`src/rtl/lhcs_pkg.sv`:
```
// shared codes, constants and a decode helper for the link handshake command supervisor
`default_nettype none
package lhcs_pkg;

	// link phase codes
	localparam logic [1:0] PH_UNLINKED = 2'd0;
	localparam logic [1:0] PH_RUNNING  = 2'd1;
	localparam logic [1:0] PH_BLOCKED  = 2'd2;

	// last recognized message
	localparam logic [1:0] MSG_NONE     = 2'd0;
	localparam logic [1:0] MSG_ACCEPTED = 2'd1;
	localparam logic [1:0] MSG_COMMAND  = 2'd2;

	// transmit request codes
	localparam logic [2:0] TX_NONE   = 3'd0;
	localparam logic [2:0] TX_CONREQ = 3'd1;
	localparam logic [2:0] TX_ECHO   = 3'd2;
	localparam logic [2:0] TX_REFRSH = 3'd3;
	localparam logic [2:0] TX_BLCKST = 3'd4;

	// "<CONACC>" with byte 0 in the low bits
	localparam logic [63:0] ACCEPT_TEXT = 64'h3E43_4341_4E4F_433C;

	localparam logic [7:0] CHAR_M     = 8'h4D;
	localparam logic [7:0] CHAR_S     = 8'h53;
	localparam logic [7:0] ASCII_ZERO = 8'd48;

	localparam logic [31:0] TIMEOUT_RESET = 32'd1000;

	// two ascii digits to a value, wrapped to eight bits
	function automatic logic [7:0] digit_pair(input logic [7:0] hi, input logic [7:0] lo);
		logic [7:0] a;
		logic [7:0] b;
		logic [7:0] a_x10;
		a     = hi - ASCII_ZERO;
		b     = lo - ASCII_ZERO;
		a_x10 = {a[4:0], 3'b000} + {a[6:0], 1'b0};
		return a_x10 + b;
	endfunction

endpackage
`default_nettype wire

```
`src/rtl/link_handshake_command_supervisor.sv`:
```
// top level of the link handshake and command supervisor
//
// usage: one input item per poll tick carries the latest receive frame, its
// new-frame flag and the idle time since the last frame. in_valid/in_stall
// moves an item in, out_valid/out_stall moves one result item out, exactly
// one result per input item, in order.
// the configuration channel (cfg_valid/cfg_ready/cfg_data) writes the link
// timeout; cfg_ready is always high and writes are expected only while idle.
// an accepted item enters the input register, then its decode and phase
// update land in the output register, where out_valid rises.
// throughput: one item per cycle while out_stall does not hold the output;
// the decode and the three-phase update are a single level of logic between
// the input register and the output register.
// reset: phase unlinked, no message seen, motor/servo values and led cleared,
// timeout back to 1000, both pipeline registers empty.
// a stalled receiver holds the output register; the input register still
// takes one item, then in_stall rises until the output drains.
`default_nettype none
module link_handshake_command_supervisor
	import lhcs_pkg::*;
(
	input  wire logic        clk,
	input  wire logic        arst_n,
	// configuration write
	input  wire logic        cfg_valid,
	output logic             cfg_ready,
	input  wire logic [31:0] cfg_data,
	// input items
	input  wire logic        in_valid,
	output logic             in_stall,
	input  wire logic [63:0] rx_frame,
	input  wire logic        frame_is_new,
	input  wire logic [31:0] idle_time,
	// result items
	output logic             out_valid,
	input  wire logic        out_stall,
	output logic [2:0]       tx_kind,
	output logic [63:0]      tx_echo,
	output logic             actuator_send,
	output logic [7:0]       motor_cmd,
	output logic [7:0]       servo_cmd,
	output logic             stop_actuators,
	output logic             led_on,
	output logic [1:0]       link_state
);

	// configuration
	logic [31:0] timeout_q;

	// input register
	logic        valid_s1;
	logic [63:0] frame_s1;
	logic        new_s1;
	logic [31:0] idle_s1;

	// supervisor state
	logic [1:0] phase_q;
	logic [1:0] msg_q;
	logic [7:0] motor_q;
	logic [7:0] servo_q;
	logic       led_q;

	// next values from this tick's decode
	logic [1:0]  msg_d;
	logic [7:0]  motor_d;
	logic [7:0]  servo_d;
	logic [1:0]  phase_d;
	logic        led_d;
	logic [2:0]  kind_d;
	logic [63:0] echo_d;
	logic        send_d;
	logic        stop_d;

	logic advance;
	logic in_take;

	assign cfg_ready = 1'b1;

	always_ff @(posedge clk or negedge arst_n) begin
		if (!arst_n) begin
			timeout_q <= TIMEOUT_RESET;
		end else if (cfg_valid && cfg_ready) begin
			timeout_q <= cfg_data;
		end
	end

	// the item in s1 moves on when the output register is free or draining
	assign advance  = valid_s1 && (!out_valid || !out_stall);
	assign in_stall = valid_s1 && !advance;
	assign in_take  = in_valid && !in_stall;

	always_ff @(posedge clk or negedge arst_n) begin
		if (!arst_n) begin
			valid_s1 <= 1'b0;
		end else if (in_take) begin
			valid_s1 <= 1'b1;
		end else if (advance) begin
			valid_s1 <= 1'b0;
		end
	end

	always_ff @(posedge clk) begin
		if (in_take) begin
			frame_s1 <= rx_frame;
			new_s1   <= frame_is_new;
			idle_s1  <= idle_time;
		end
	end

	// frame decode: exact accept text, else a command frame with M and S markers
	always_comb begin
		msg_d   = msg_q;
		motor_d = motor_q;
		servo_d = servo_q;
		if (frame_s1 == ACCEPT_TEXT) begin
			msg_d = MSG_ACCEPTED;
		end else if (frame_s1[15:8] == CHAR_M && frame_s1[39:32] == CHAR_S) begin
			msg_d   = MSG_COMMAND;
			motor_d = digit_pair(frame_s1[23:16], frame_s1[31:24]);
			servo_d = digit_pair(frame_s1[47:40], frame_s1[55:48]);
		end
	end

	// phase update and transmit choice
	always_comb begin
		phase_d = phase_q;
		led_d   = led_q;
		kind_d  = TX_NONE;
		echo_d  = '0;
		send_d  = 1'b0;
		stop_d  = 1'b0;
		unique case (phase_q)
			PH_UNLINKED: begin
				kind_d = TX_CONREQ;
				if (msg_d == MSG_ACCEPTED) begin
					phase_d = PH_RUNNING;
					led_d   = !led_q;
				end
			end
			PH_BLOCKED: begin
				if (new_s1) begin
					kind_d  = TX_REFRSH;
					led_d   = !led_q;
					send_d  = 1'b1;
					phase_d = PH_RUNNING;
				end else begin
					kind_d = TX_BLCKST;
					stop_d = 1'b1;
				end
			end
			default: begin
				// running, and the unused code behaves the same way
				if (new_s1) begin
					led_d  = !led_q;
					send_d = 1'b1;
					kind_d = TX_ECHO;
					echo_d = frame_s1;
				end else if (idle_s1 >= timeout_q) begin
					led_d   = 1'b1;
					phase_d = PH_BLOCKED;
				end
			end
		endcase
	end

	// state commits only when the item's result is captured
	always_ff @(posedge clk or negedge arst_n) begin
		if (!arst_n) begin
			phase_q <= PH_UNLINKED;
			msg_q   <= MSG_NONE;
			motor_q <= 8'd0;
			servo_q <= 8'd0;
			led_q   <= 1'b0;
		end else if (advance) begin
			phase_q <= phase_d;
			msg_q   <= msg_d;
			motor_q <= motor_d;
			servo_q <= servo_d;
			led_q   <= led_d;
		end
	end

	// output register
	always_ff @(posedge clk or negedge arst_n) begin
		if (!arst_n) begin
			out_valid <= 1'b0;
		end else if (advance) begin
			out_valid <= 1'b1;
		end else if (!out_stall) begin
			out_valid <= 1'b0;
		end
	end

	always_ff @(posedge clk) begin
		if (advance) begin
			tx_kind        <= kind_d;
			tx_echo        <= echo_d;
			actuator_send  <= send_d;
			motor_cmd      <= motor_d;
			servo_cmd      <= servo_d;
			stop_actuators <= stop_d;
			led_on         <= led_d;
			link_state     <= phase_d;
		end
	end

	// echo of a frame always comes with actuator commands
	a_echo_sends: assert property (@(posedge clk) disable iff (!arst_n)
		out_valid && tx_kind == TX_ECHO |-> actuator_send && link_state == PH_RUNNING)
		else $error("echo without actuator commands");

	// stopping actuators only happens while blocked, sending BLCKST
	a_stop_blocked: assert property (@(posedge clk) disable iff (!arst_n)
		out_valid && stop_actuators |-> tx_kind == TX_BLCKST && link_state == PH_BLOCKED
			&& !actuator_send)
		else $error("stop outside blocked phase");

	// a refresh returns the link to running with the led toggled
	a_refresh_resumes: assert property (@(posedge clk) disable iff (!arst_n)
		advance && kind_d == TX_REFRSH |=> link_state == PH_RUNNING && led_on != $past(led_q))
		else $error("refresh did not resume the link");

	// a stalled input register always holds an item
	a_stall_has_item: assert property (@(posedge clk) disable iff (!arst_n)
		in_stall |-> valid_s1 && out_valid && out_stall)
		else $error("input stalled with no reason");

	// state only moves when a result is captured
	a_state_holds: assert property (@(posedge clk) disable iff (!arst_n)
		!advance |=> $stable(phase_q) && $stable(led_q) && $stable(msg_q))
		else $error("state changed without an item");

endmodule
`default_nettype wire

```
`config.mk`:
```
export PLATFORM = sky130hd
export DESIGN_NAME = link_handshake_command_supervisor
export DESIGN_NICKNAME = d
export VERILOG_FILES = /design/src/rtl/lhcs_pkg.sv /design/src/rtl/link_handshake_command_supervisor.sv
export SDC_FILE = /design/constraint.sdc
export NUM_CORES = 1
export LEC_CHECK = 0
export BUFFER_PORTS_ARGS = -buffer_cell sky130_fd_sc_hd__buf_2
export CORE_MARGIN = 2
export CORE_UTILIZATION = 37
export CTS_CLUSTER_SIZE = 16
export DETAILED_ROUTE_END_ITERATION = 16
export PLACE_DENSITY_LB_ADDON = 0.25
export SYNTH_ARGS = -nofsm -noshare
export SYNTH_HDL_FRONTEND = slang
export SYNTH_SLANG_ARGS = --single-unit
```
`constraint.sdc`:
```
create_clock -name clk -period 11.8 [get_ports clk]
set_clock_uncertainty 0.05 [all_clocks]
set_input_delay 1.18 -clock clk [delete_from_list [all_inputs] [get_ports clk]]
set_output_delay 1.18 -clock clk [all_outputs]
set_load 0.01 [all_outputs]
```
Word-level counts from Yosys, hierarchy flattened
Cells that the tools add are included.
- add/subtract/negate cells: 8
- magnitude comparators: 1
- equal/unequal tests: 6
- multiplexer cells: 25
- bitwise gates (word level): 1
- reduce and logical (&&, ||, !) cells: 13
- operator list (cell ; number):
    $eq 64x62->1 const B ; 1
    $add 8x8->8 ; 4
    $ge 32x32->1 ; 1
    $mux 8 ; 4
    $eq 8x7->1 const B ; 2
    $sub 8x6->8 const B ; 2
    $mux 2 ; 7
    $sub 7x6->7 const B ; 2
    $mux 1 ; 10
    $pmux 3 s2 ; 1
    $logic_not 1->1 ; 5
    $logic_and 1x1->1 ; 4
    $pmux 2 s2 ; 1
    $mux 3 ; 1
    $reduce_or 3->1 ; 1
    $eq 2x1->1 const B ; 1
    $eq 2x2->1 const B ; 1
    $logic_not 2->1 ; 1
    $ne 2x1->1 const B ; 1
    $pmux 1 s2 ; 1
    $reduce_bool 2->1 ; 1
    $logic_or 1x1->1 ; 1
    $not 1->1 ; 1
- bits in registers: 240
- input bits: 134

Longest topological paths before layout
Gate-level depths: netlist of the first run.
- depth in word-level cells: 8
- depth in mapped cells: 12

Least setup slack after synthesis of the first run
No wires, ideal clock.
- path kind: input port to flip-flop
- start: in out_stall
- end: reg actuator_send, enable pin
- data arrival time: 4.042 ns
- setup slack: 7.221 ns
- stages: 4
- buffers on the path: 1
- cells stage by stage: nand2_1 nand2_1 clkinv_1 clkbuf_1
- word-level cells in the longest chain between the ends: 3
- RTL lines (what ; line ; text):
    from (decl) ; link_handshake_command_supervisor.sv:36 ; input wire logic out_stall,
    $logic_not 1->1 ; n/a ;
    $logic_or 1x1->1 ; link_handshake_command_supervisor.sv:88 ; assign advance = valid_s1 && (!out_valid || !out_stall);
    $logic_and 1x1->1 ; link_handshake_command_supervisor.sv:88 ;
    named net advance ; link_handshake_command_supervisor.sv:74 ; logic advance;
    to (signal assigned) ; link_handshake_command_supervisor.sv:198 ; actuator_send <= send_d;
    to (decl) ; link_handshake_command_supervisor.sv:39 ; output logic actuator_send,
The timed path passes the listed nets, and every way through them passes these cells.
A chain may end at the register's enable or synchronous reset.

Final worst setup path of the first run
- start: in out_stall
- end: reg servo_q[7]
- word-level cells in the longest chain between the ends: 3
- RTL lines (what ; line ; text):
    $logic_not 1->1 ; n/a ;
    $logic_or 1x1->1 ; link_handshake_command_supervisor.sv:88 ;
    $logic_and 1x1->1 ; link_handshake_command_supervisor.sv:88 ;
    to (signal assigned) ; link_handshake_command_supervisor.sv:178 ; servo_q <= servo_d;
    to (decl) ; link_handshake_command_supervisor.sv:60 ; logic [7:0] servo_q;
No other way between the ends.

==> results of run 1 <==
-- flip-flops by register name, indices dropped and copies added, names as in the netlist --
name,flops
frame_s1,64
tx_echo,64
idle_s1,32
timeout_q,32
motor_cmd,8
motor_q,8
servo_cmd,8
servo_q,8
tx_kind,3
link_state,2
msg_q,2
phase_q,2
actuator_send,1
led_on,1
led_q,1
new_s1,1
out_valid,1
stop_actuators,1
valid_s1,1
-- worst min-delay path, delay by kind of cell, from the launching register on --
family / cells / cell delay (ns)
DFF: 1 / 0.33
and+or+nand+nor: 2 / 0.11
-- worst max path at each step --
stage | depth (start not counted) | to
floorplan | 4 | actuator_send
global placement | 8 | servo_q[7]
detailed placement | 8 | servo_q[7]
CTS | 8 | servo_q[7]
global route | 8 | servo_q[7]
finish | 8 | servo_q[7]
-- power breakdown --
part | switching, mW | leakage [nW] | internal, mW
Combinational | 0.165 | 2.80 | 0.123
Sequential | 0.0643 | 2.49 | 1.01
Clock | 0.328 | 0.400 | 0.438
-- layer usage --
metal | vias to the layer above | track usage, % | share of wire, %
li1 | 3115 | - | -
met1 | 3086 | 20.3 | 42
met5 | - | 0 | 0.091
met3 | 50 | 3.65 | 6.3
met2 | 168 | 26.2 | 48
met4 | 4 | 6.32 | 3.7
-- logic make-up (layout without fill, tap and decap cells) --
| logic type | Yosys count | after routing |
|---|---|---|
| adder cells (fa/ha/maj) | 68 | 68 |
| multiplexers | 9 | 9 |
| other | 1 | 4 |
| AND/OR/NAND/NOR | 217 | 217 |
| XOR/XNOR | 16 | 16 |
| buffers and inverters | 102 | 348 |
| flip-flops | 240 | 240 |
| AO/OA/AOI/OAI | 92 | 92 |
-- cells in the final DEF (no fill, tap or decap), drive strengths merged, types with 2 or more instances in the layout --
cell type / n
a211oi: 3
a21boi: 2
a21o: 5
a21oi: 17
a31oi: 2
and3: 65
and4: 3
and4b: 3
buf: 227
clkbuf: 30
clkinv: 15
dfrtp: 49
dfstp: 6
diode: 3
edfxtp: 185
fa: 10
ha: 58
inv: 74
mux2: 9
nand2: 99
nand2b: 6
nand3: 3
nand4: 10
nor2: 6
nor2b: 6
nor3: 2
nor4: 4
nor4b: 4
o211a: 3
o21a: 2
o21ai: 50
xnor2: 10
xor2: 6
-- cell type report --
cell class	instances	area (um^2)	share of cell area [%]
clock inverters	17	115	0.922
repair buffers	227	1150	9.18
well taps	341	427	3.42
flip-flops and latches	240	6940	55.6
inverters	74	280	2.25
multi-input cells	403	2880	23.0
diodes	3	7.51	0.0602
clock buffers	30	687	5.50
-- metrics by stage --
step	instances	area (um^2)	util (%)
floorplan	745	10200	-
global placement	1285	11700	43.2
detailed placement	1285	11700	43.2
CTS	1332	12500	46.1
global route	1335	12500	46.2
finish	1335	12500	46.2
==> results_dict.tcl, run 1 <==
set metrics [dict create \
    synth.top_cell.area_share_pct 54.5 \
    io_buffers 223 \
    worstSetupPathType "in2reg" \
    dp_hpwl_mm 16.2 \
    critPathLaunchType "primary input" \
    num_rows 60 \
    crit_fanout 66 \
    synth_top_family_by_area "simple AND/OR/NAND/NOR gates" \
    vias 6423 \
    fin_crit_sh_pct 28.4 \
    io_pins 225 \
    postSynth.asyncResetShare_pct 22.9 \
    cellPowerDensity_mw_per_mm2 170 \
    maxCapViolCount 0 \
    leakagePower_nw 5.69 \
    cp_slowest_cell "buf_4" \
    cts-root-buf "clkbuf_16" \
    grt_pass1_wl_mm 34.9 \
    core_mm2 0.0270 \
    fill_cells 2503 \
    insertion_delay_ns 0.53 \
    cp_common_cell "nand2_1" \
    worstMarginPinSlew_ns 1.15 \
    slew_violations 0 \
    r2r_start "out_valid" \
    hold_viol_final 0 \
    cp-startpoint "out_stall" \
    slew_headroom_pct 23.2 \
    hold_buffers 0 \
    hold_end "servo_q[3]" \
    nets 1174 \
    grt_max_degree 73 \
    start_util_pct 37.7 \
    crit_chain "buf_2 > nand2_1 > nand2_1 > inv_4 > buf_4 > nand2b_1 > nand2_1 > o21ai_0" \
    grt_remaining_overflow 0 \
    syn_to_final_growth_pct 22.4 \
    synth_top_cell_by_area "edfxtp_1" \
    ys_top_cells_by_area "edfxtp_1 54%, dfrtp_1 12%, ha_1 7.1%" \
    route.detailed.drc 0 \
    vdd_ir_drop_max_mv 0.125 \
    ys.warnings.count 0 \
    layout_min_cycle_time_ns 3.35 \
    clk_pin_slew_worst_paths_ns 0.06 \
    dpl_worst_slack_ns 7.84 \
    synth_flop_cell "edfxtp_1" \
    wl_per_cell_um 17.3 \
    status "finished, final reports clean" \
    cts_tree "built" \
    gp_congestion 0.786 \
    wl_mm 23.1 \
    setup_violations 0 \
    synth.yosys.seq_area_share_pct 68.0 \
    synth_area_mm2 0.0102 \
    synth_cells 745 \
    muxShareOfSynthArea_pct 0.994 \
    whs_ns 0.421 \
    max_stage_delay_ns 0.75 \
    initialDrtViolationCount 317 \
    cts_htree_levels 1 \
    synthXorXnorAreaFrac_pct 1.37 \
    cts_resized 0 \
    fp.dieW_um 170 \
    via_per_inst 4.81 \
    critical_path.top_delay_family "buffers and inverters" \
    max_freq_ghz 0.298 \
    synth_seq_cells 240 \
    avgSynthCellArea_um2 13.7 \
    critPathCaptureType "flop" \
    ys_types 54 \
    synth_fa_ha_area_share_pct 9.08 \
    first_global_vias 6368 \
    cts.sinks 240 \
    rsz0062_at_grt "false" \
    cp.arrival_ns 3.70 \
    ff2ff_setup_slack_ns 8.83 \
    setup_ws_ns 8.45 \
    crit_required_ns 12.14 \
    yosys-top-cells-count "185 x edfxtp_1, 99 x nand2_1, 73 x inv_1" \
    post_route_cells_drive_above_1_share_pct 29.5 \
    r2r_end "servo_q[7]" \
    post-cts-setup-buffers 0 \
    antenna_found_initial 6 \
    grt_usage_pct 15.8 \
    synth.most_common_cell "edfxtp_1" \
    dr.pass1.iters 4 \
    cts.path.max_buffers 3 \
    synthSimpleGateAreaFrac_pct 11.3 \
    reg2reg_depth 7 \
    hold_path.class "reg2reg" \
    synth_compound_area_share_pct 5.36 \
    hold_start "servo_q[3]" \
    synth_edf_count 185 \
    die_area_mm2 0.0289 \
    finalPower_mw 2.13 \
    synth_nets 947 \
    finalSetupTns_ns 0 \
    cts_made_buffers 26 \
    ant_nets 0 \
    die_h_um 170 \
    path_buf_inv 3 \
    min_path_cells 2 \
]
(Power assumes the default switching activity.)
==> run 2: changes to the inputs <==
Clock period 11.8 ns to 2.95 ns, I/O delays scaled along.
==> run 2 against run 1 <==
Compared with the run above:
- critical path depth is 4 higher
- final cell count is 11% higher
- sequential cell count stayed put
- critical endpoint is now servo_cmd[7]
- largest power group unchanged
- highest routed layer is now met4
==> results_dict.tcl, run 2 (same netlist as run 1, synthesis figures left out) <==
set metrics [dict create \
    reg_top3 "frame_s1 x64, tx_echo x64" \
    cts_htree_levels 1 \
    dr.pass1.iters 4 \
    hold_path.class "in2reg" \
    slew_violations 0 \
    max_freq_ghz 0.365 \
    vias 7041 \
    busiest_layer "met2" \
    maxCapViolCount 0 \
    num_rows 60 \
    hold_viol_final 0 \
    cts.sinks 240 \
    worstSetupPathType "reg2reg" \
    fp.dieW_um 170 \
    layout_min_cycle_time_ns 2.74 \
    leakagePower_nw 6.33 \
    core_mm2 0.0270 \
    wl_mm 25.2 \
    initialDrtViolationCount 341 \
    io_buffers 223 \
    nets 1318 \
    layout_common_cells "223 x buf_2, 185 x edfxtp_1, 132 x dlygate4sd3_1, 99 x nand2_1, 73 x inv_1" \
    max_stage_delay_ns 0.54 \
    cts_tree "built" \
    finalSetupTns_ns 0 \
    crit_chain "inv_1 > fa_1 > inv_1 > ha_1 > ha_1 > inv_1 > fa_1 > inv_1 > a21o_1 > a21oi_1 > xnor2_1 > o21ai_0" \
    dp_hpwl_mm 17.2 \
    setup_violations 0 \
    rsz0062_at_grt "false" \
    clk_pin_slew_worst_paths_ns 0.06 \
    whs_ns 0.202 \
    critPathLaunchType "flop" \
    worstMarginPinSlew_ns 0.808 \
    hold_start "cfg_valid" \
    insertion_delay_ns 0.54 \
    status "finished, final reports clean" \
    grt_remaining_overflow 0 \
    slew_headroom_pct 46.1 \
    final_common_cell "buf_2" \
    reg2reg_depth 12 \
    cp.arrival_ns 2.96 \
    ff2ff_setup_slack_ns 0.21 \
    grt_pass1_wl_mm 39.4 \
    met1_usage_pct 23.5 \
    cp_slowest_cell "fa_1" \
    seqCellArea_mm2 0.00694 \
    post_route_cells_drive_above_1_share_pct 26.3 \
    syn_to_final_growth_pct 37.2 \
    crit_fanout 3 \
    first_global_vias 7420 \
    die_h_um 170 \
    cts.path.max_buffers 3 \
    multi_input_area_mm2 0.00288 \
    die_area_mm2 0.0289 \
    cts_made_buffers 28 \
    hold_end "timeout_q[6]" \
    crit_required_ns 3.17 \
    diodes 0 \
    cellPowerDensity_mw_per_mm2 638 \
    via_per_inst 4.76 \
    route.detailed.drc 0 \
    fill_cells 2289 \
    min_path_cells 3 \
    cp_common_cell "inv_1" \
    critPathCaptureType "flop" \
    wl_per_cell_um 17.0 \
    grt_usage_pct 17.6 \
    antenna_found_initial 0 \
    ant_nets 0 \
    r2r_start "frame_s1[40]" \
    cts_resized 0 \
    cts-root-buf "clkbuf_16" \
    start_util_pct 37.7 \
    io_pins 225 \
    fin_crit_sh_pct 92.9 \
    gp_congestion 0.769 \
    grt_use_met3_pct 2.84 \
    vdd_ir_drop_max_mv 0.390 \
    r2r_end "servo_cmd[7]" \
    grt_max_degree 65 \
    use_met2_pct 29.4 \
]
run 2: cell count changes in the layout (fill, tap and decap cells not counted), sizes merged:
cell | previous run | this run
dlygate4sd3 | 0 | 132
clkbuf | 30 | 47
clkinv | 15 | 4
buf | 227 | 237
diode | 3 | 0
clkinvlp | 1 | 0
run 2: how the worst max path moves through the flow:
stage	from	to	slack (ns)	cells past startpoint
after CTS	frame_s1[42]	servo_cmd[7]	0.20	12
after global placement	frame_s1[16]	motor_cmd[7]	0.26	12
after global routing	frame_s1[40]	servo_cmd[7]	0.008	12
after detailed placement	frame_s1[40]	servo_cmd[7]	0.19	12
final	frame_s1[40]	servo_cmd[7]	0.21	12
after floorplan	frame_s1[16]	motor_cmd[7]	0.37	12
run 2: cell type report:
class,count,area share (%)
Clock buffer,47,5.88
Clock inverter,5,0.465
Inverter,74,2.00
Multi-Input combinational cell,403,20.6
Sequential cell,240,49.6
Tap cell,341,3.05
Timing Repair Buffer,369,18.4
run 2: worst max-delay path, delay by kind of cell (launching register included):
kind / cells / cell delay (ns)
xor gates and xnor gates: 1 / 0.17
AOI/OAI and AO/OA: 3 / 0.26
adders and majority gates: 4 / 1.37
buffers and inverters: 4 / 0.27
DFF: 1 / 0.37
run 2: power breakdown:
group	switching [mW]	internal [mW]	total [mW]
logic	0.810	0.633	1.44
registers	0.141	4.03	4.17
clock network	1.33	1.98	3.31
total	2.28	6.65	8.92
run 2: timing repair:
item,4_1_cts,5_1_grt
endpoints found under the hold margin,154,0
endpoints found under the setup margin,0,1
setup buffers,0,1
hold buffers,132,0
run 2: routing by layer:
layer	vias up	share of wire [%]
met3	45	4.4
li1	3394	-
met5	-	0
met4	0	3.3
met1	3408	43
met2	194	49
run 2: stage by stage:
step | instance area (um^2) | std cells | utilization [%] | setup WS (ns) | total power [mW]
floorplan | 10200 | 745 | - | 0.370 | 5.00
global placement | 11800 | 1294 | 43.6 | 0.263 | 5.54
detailed placement | 11800 | 1294 | 43.6 | 0.189 | 5.56
CTS | 14000 | 1478 | 51.7 | 0.197 | 9.03
global route | 14000 | 1479 | 51.8 | 0.00812 | 9.35
finish | 14000 | 1479 | 51.8 | 0.208 | 8.92
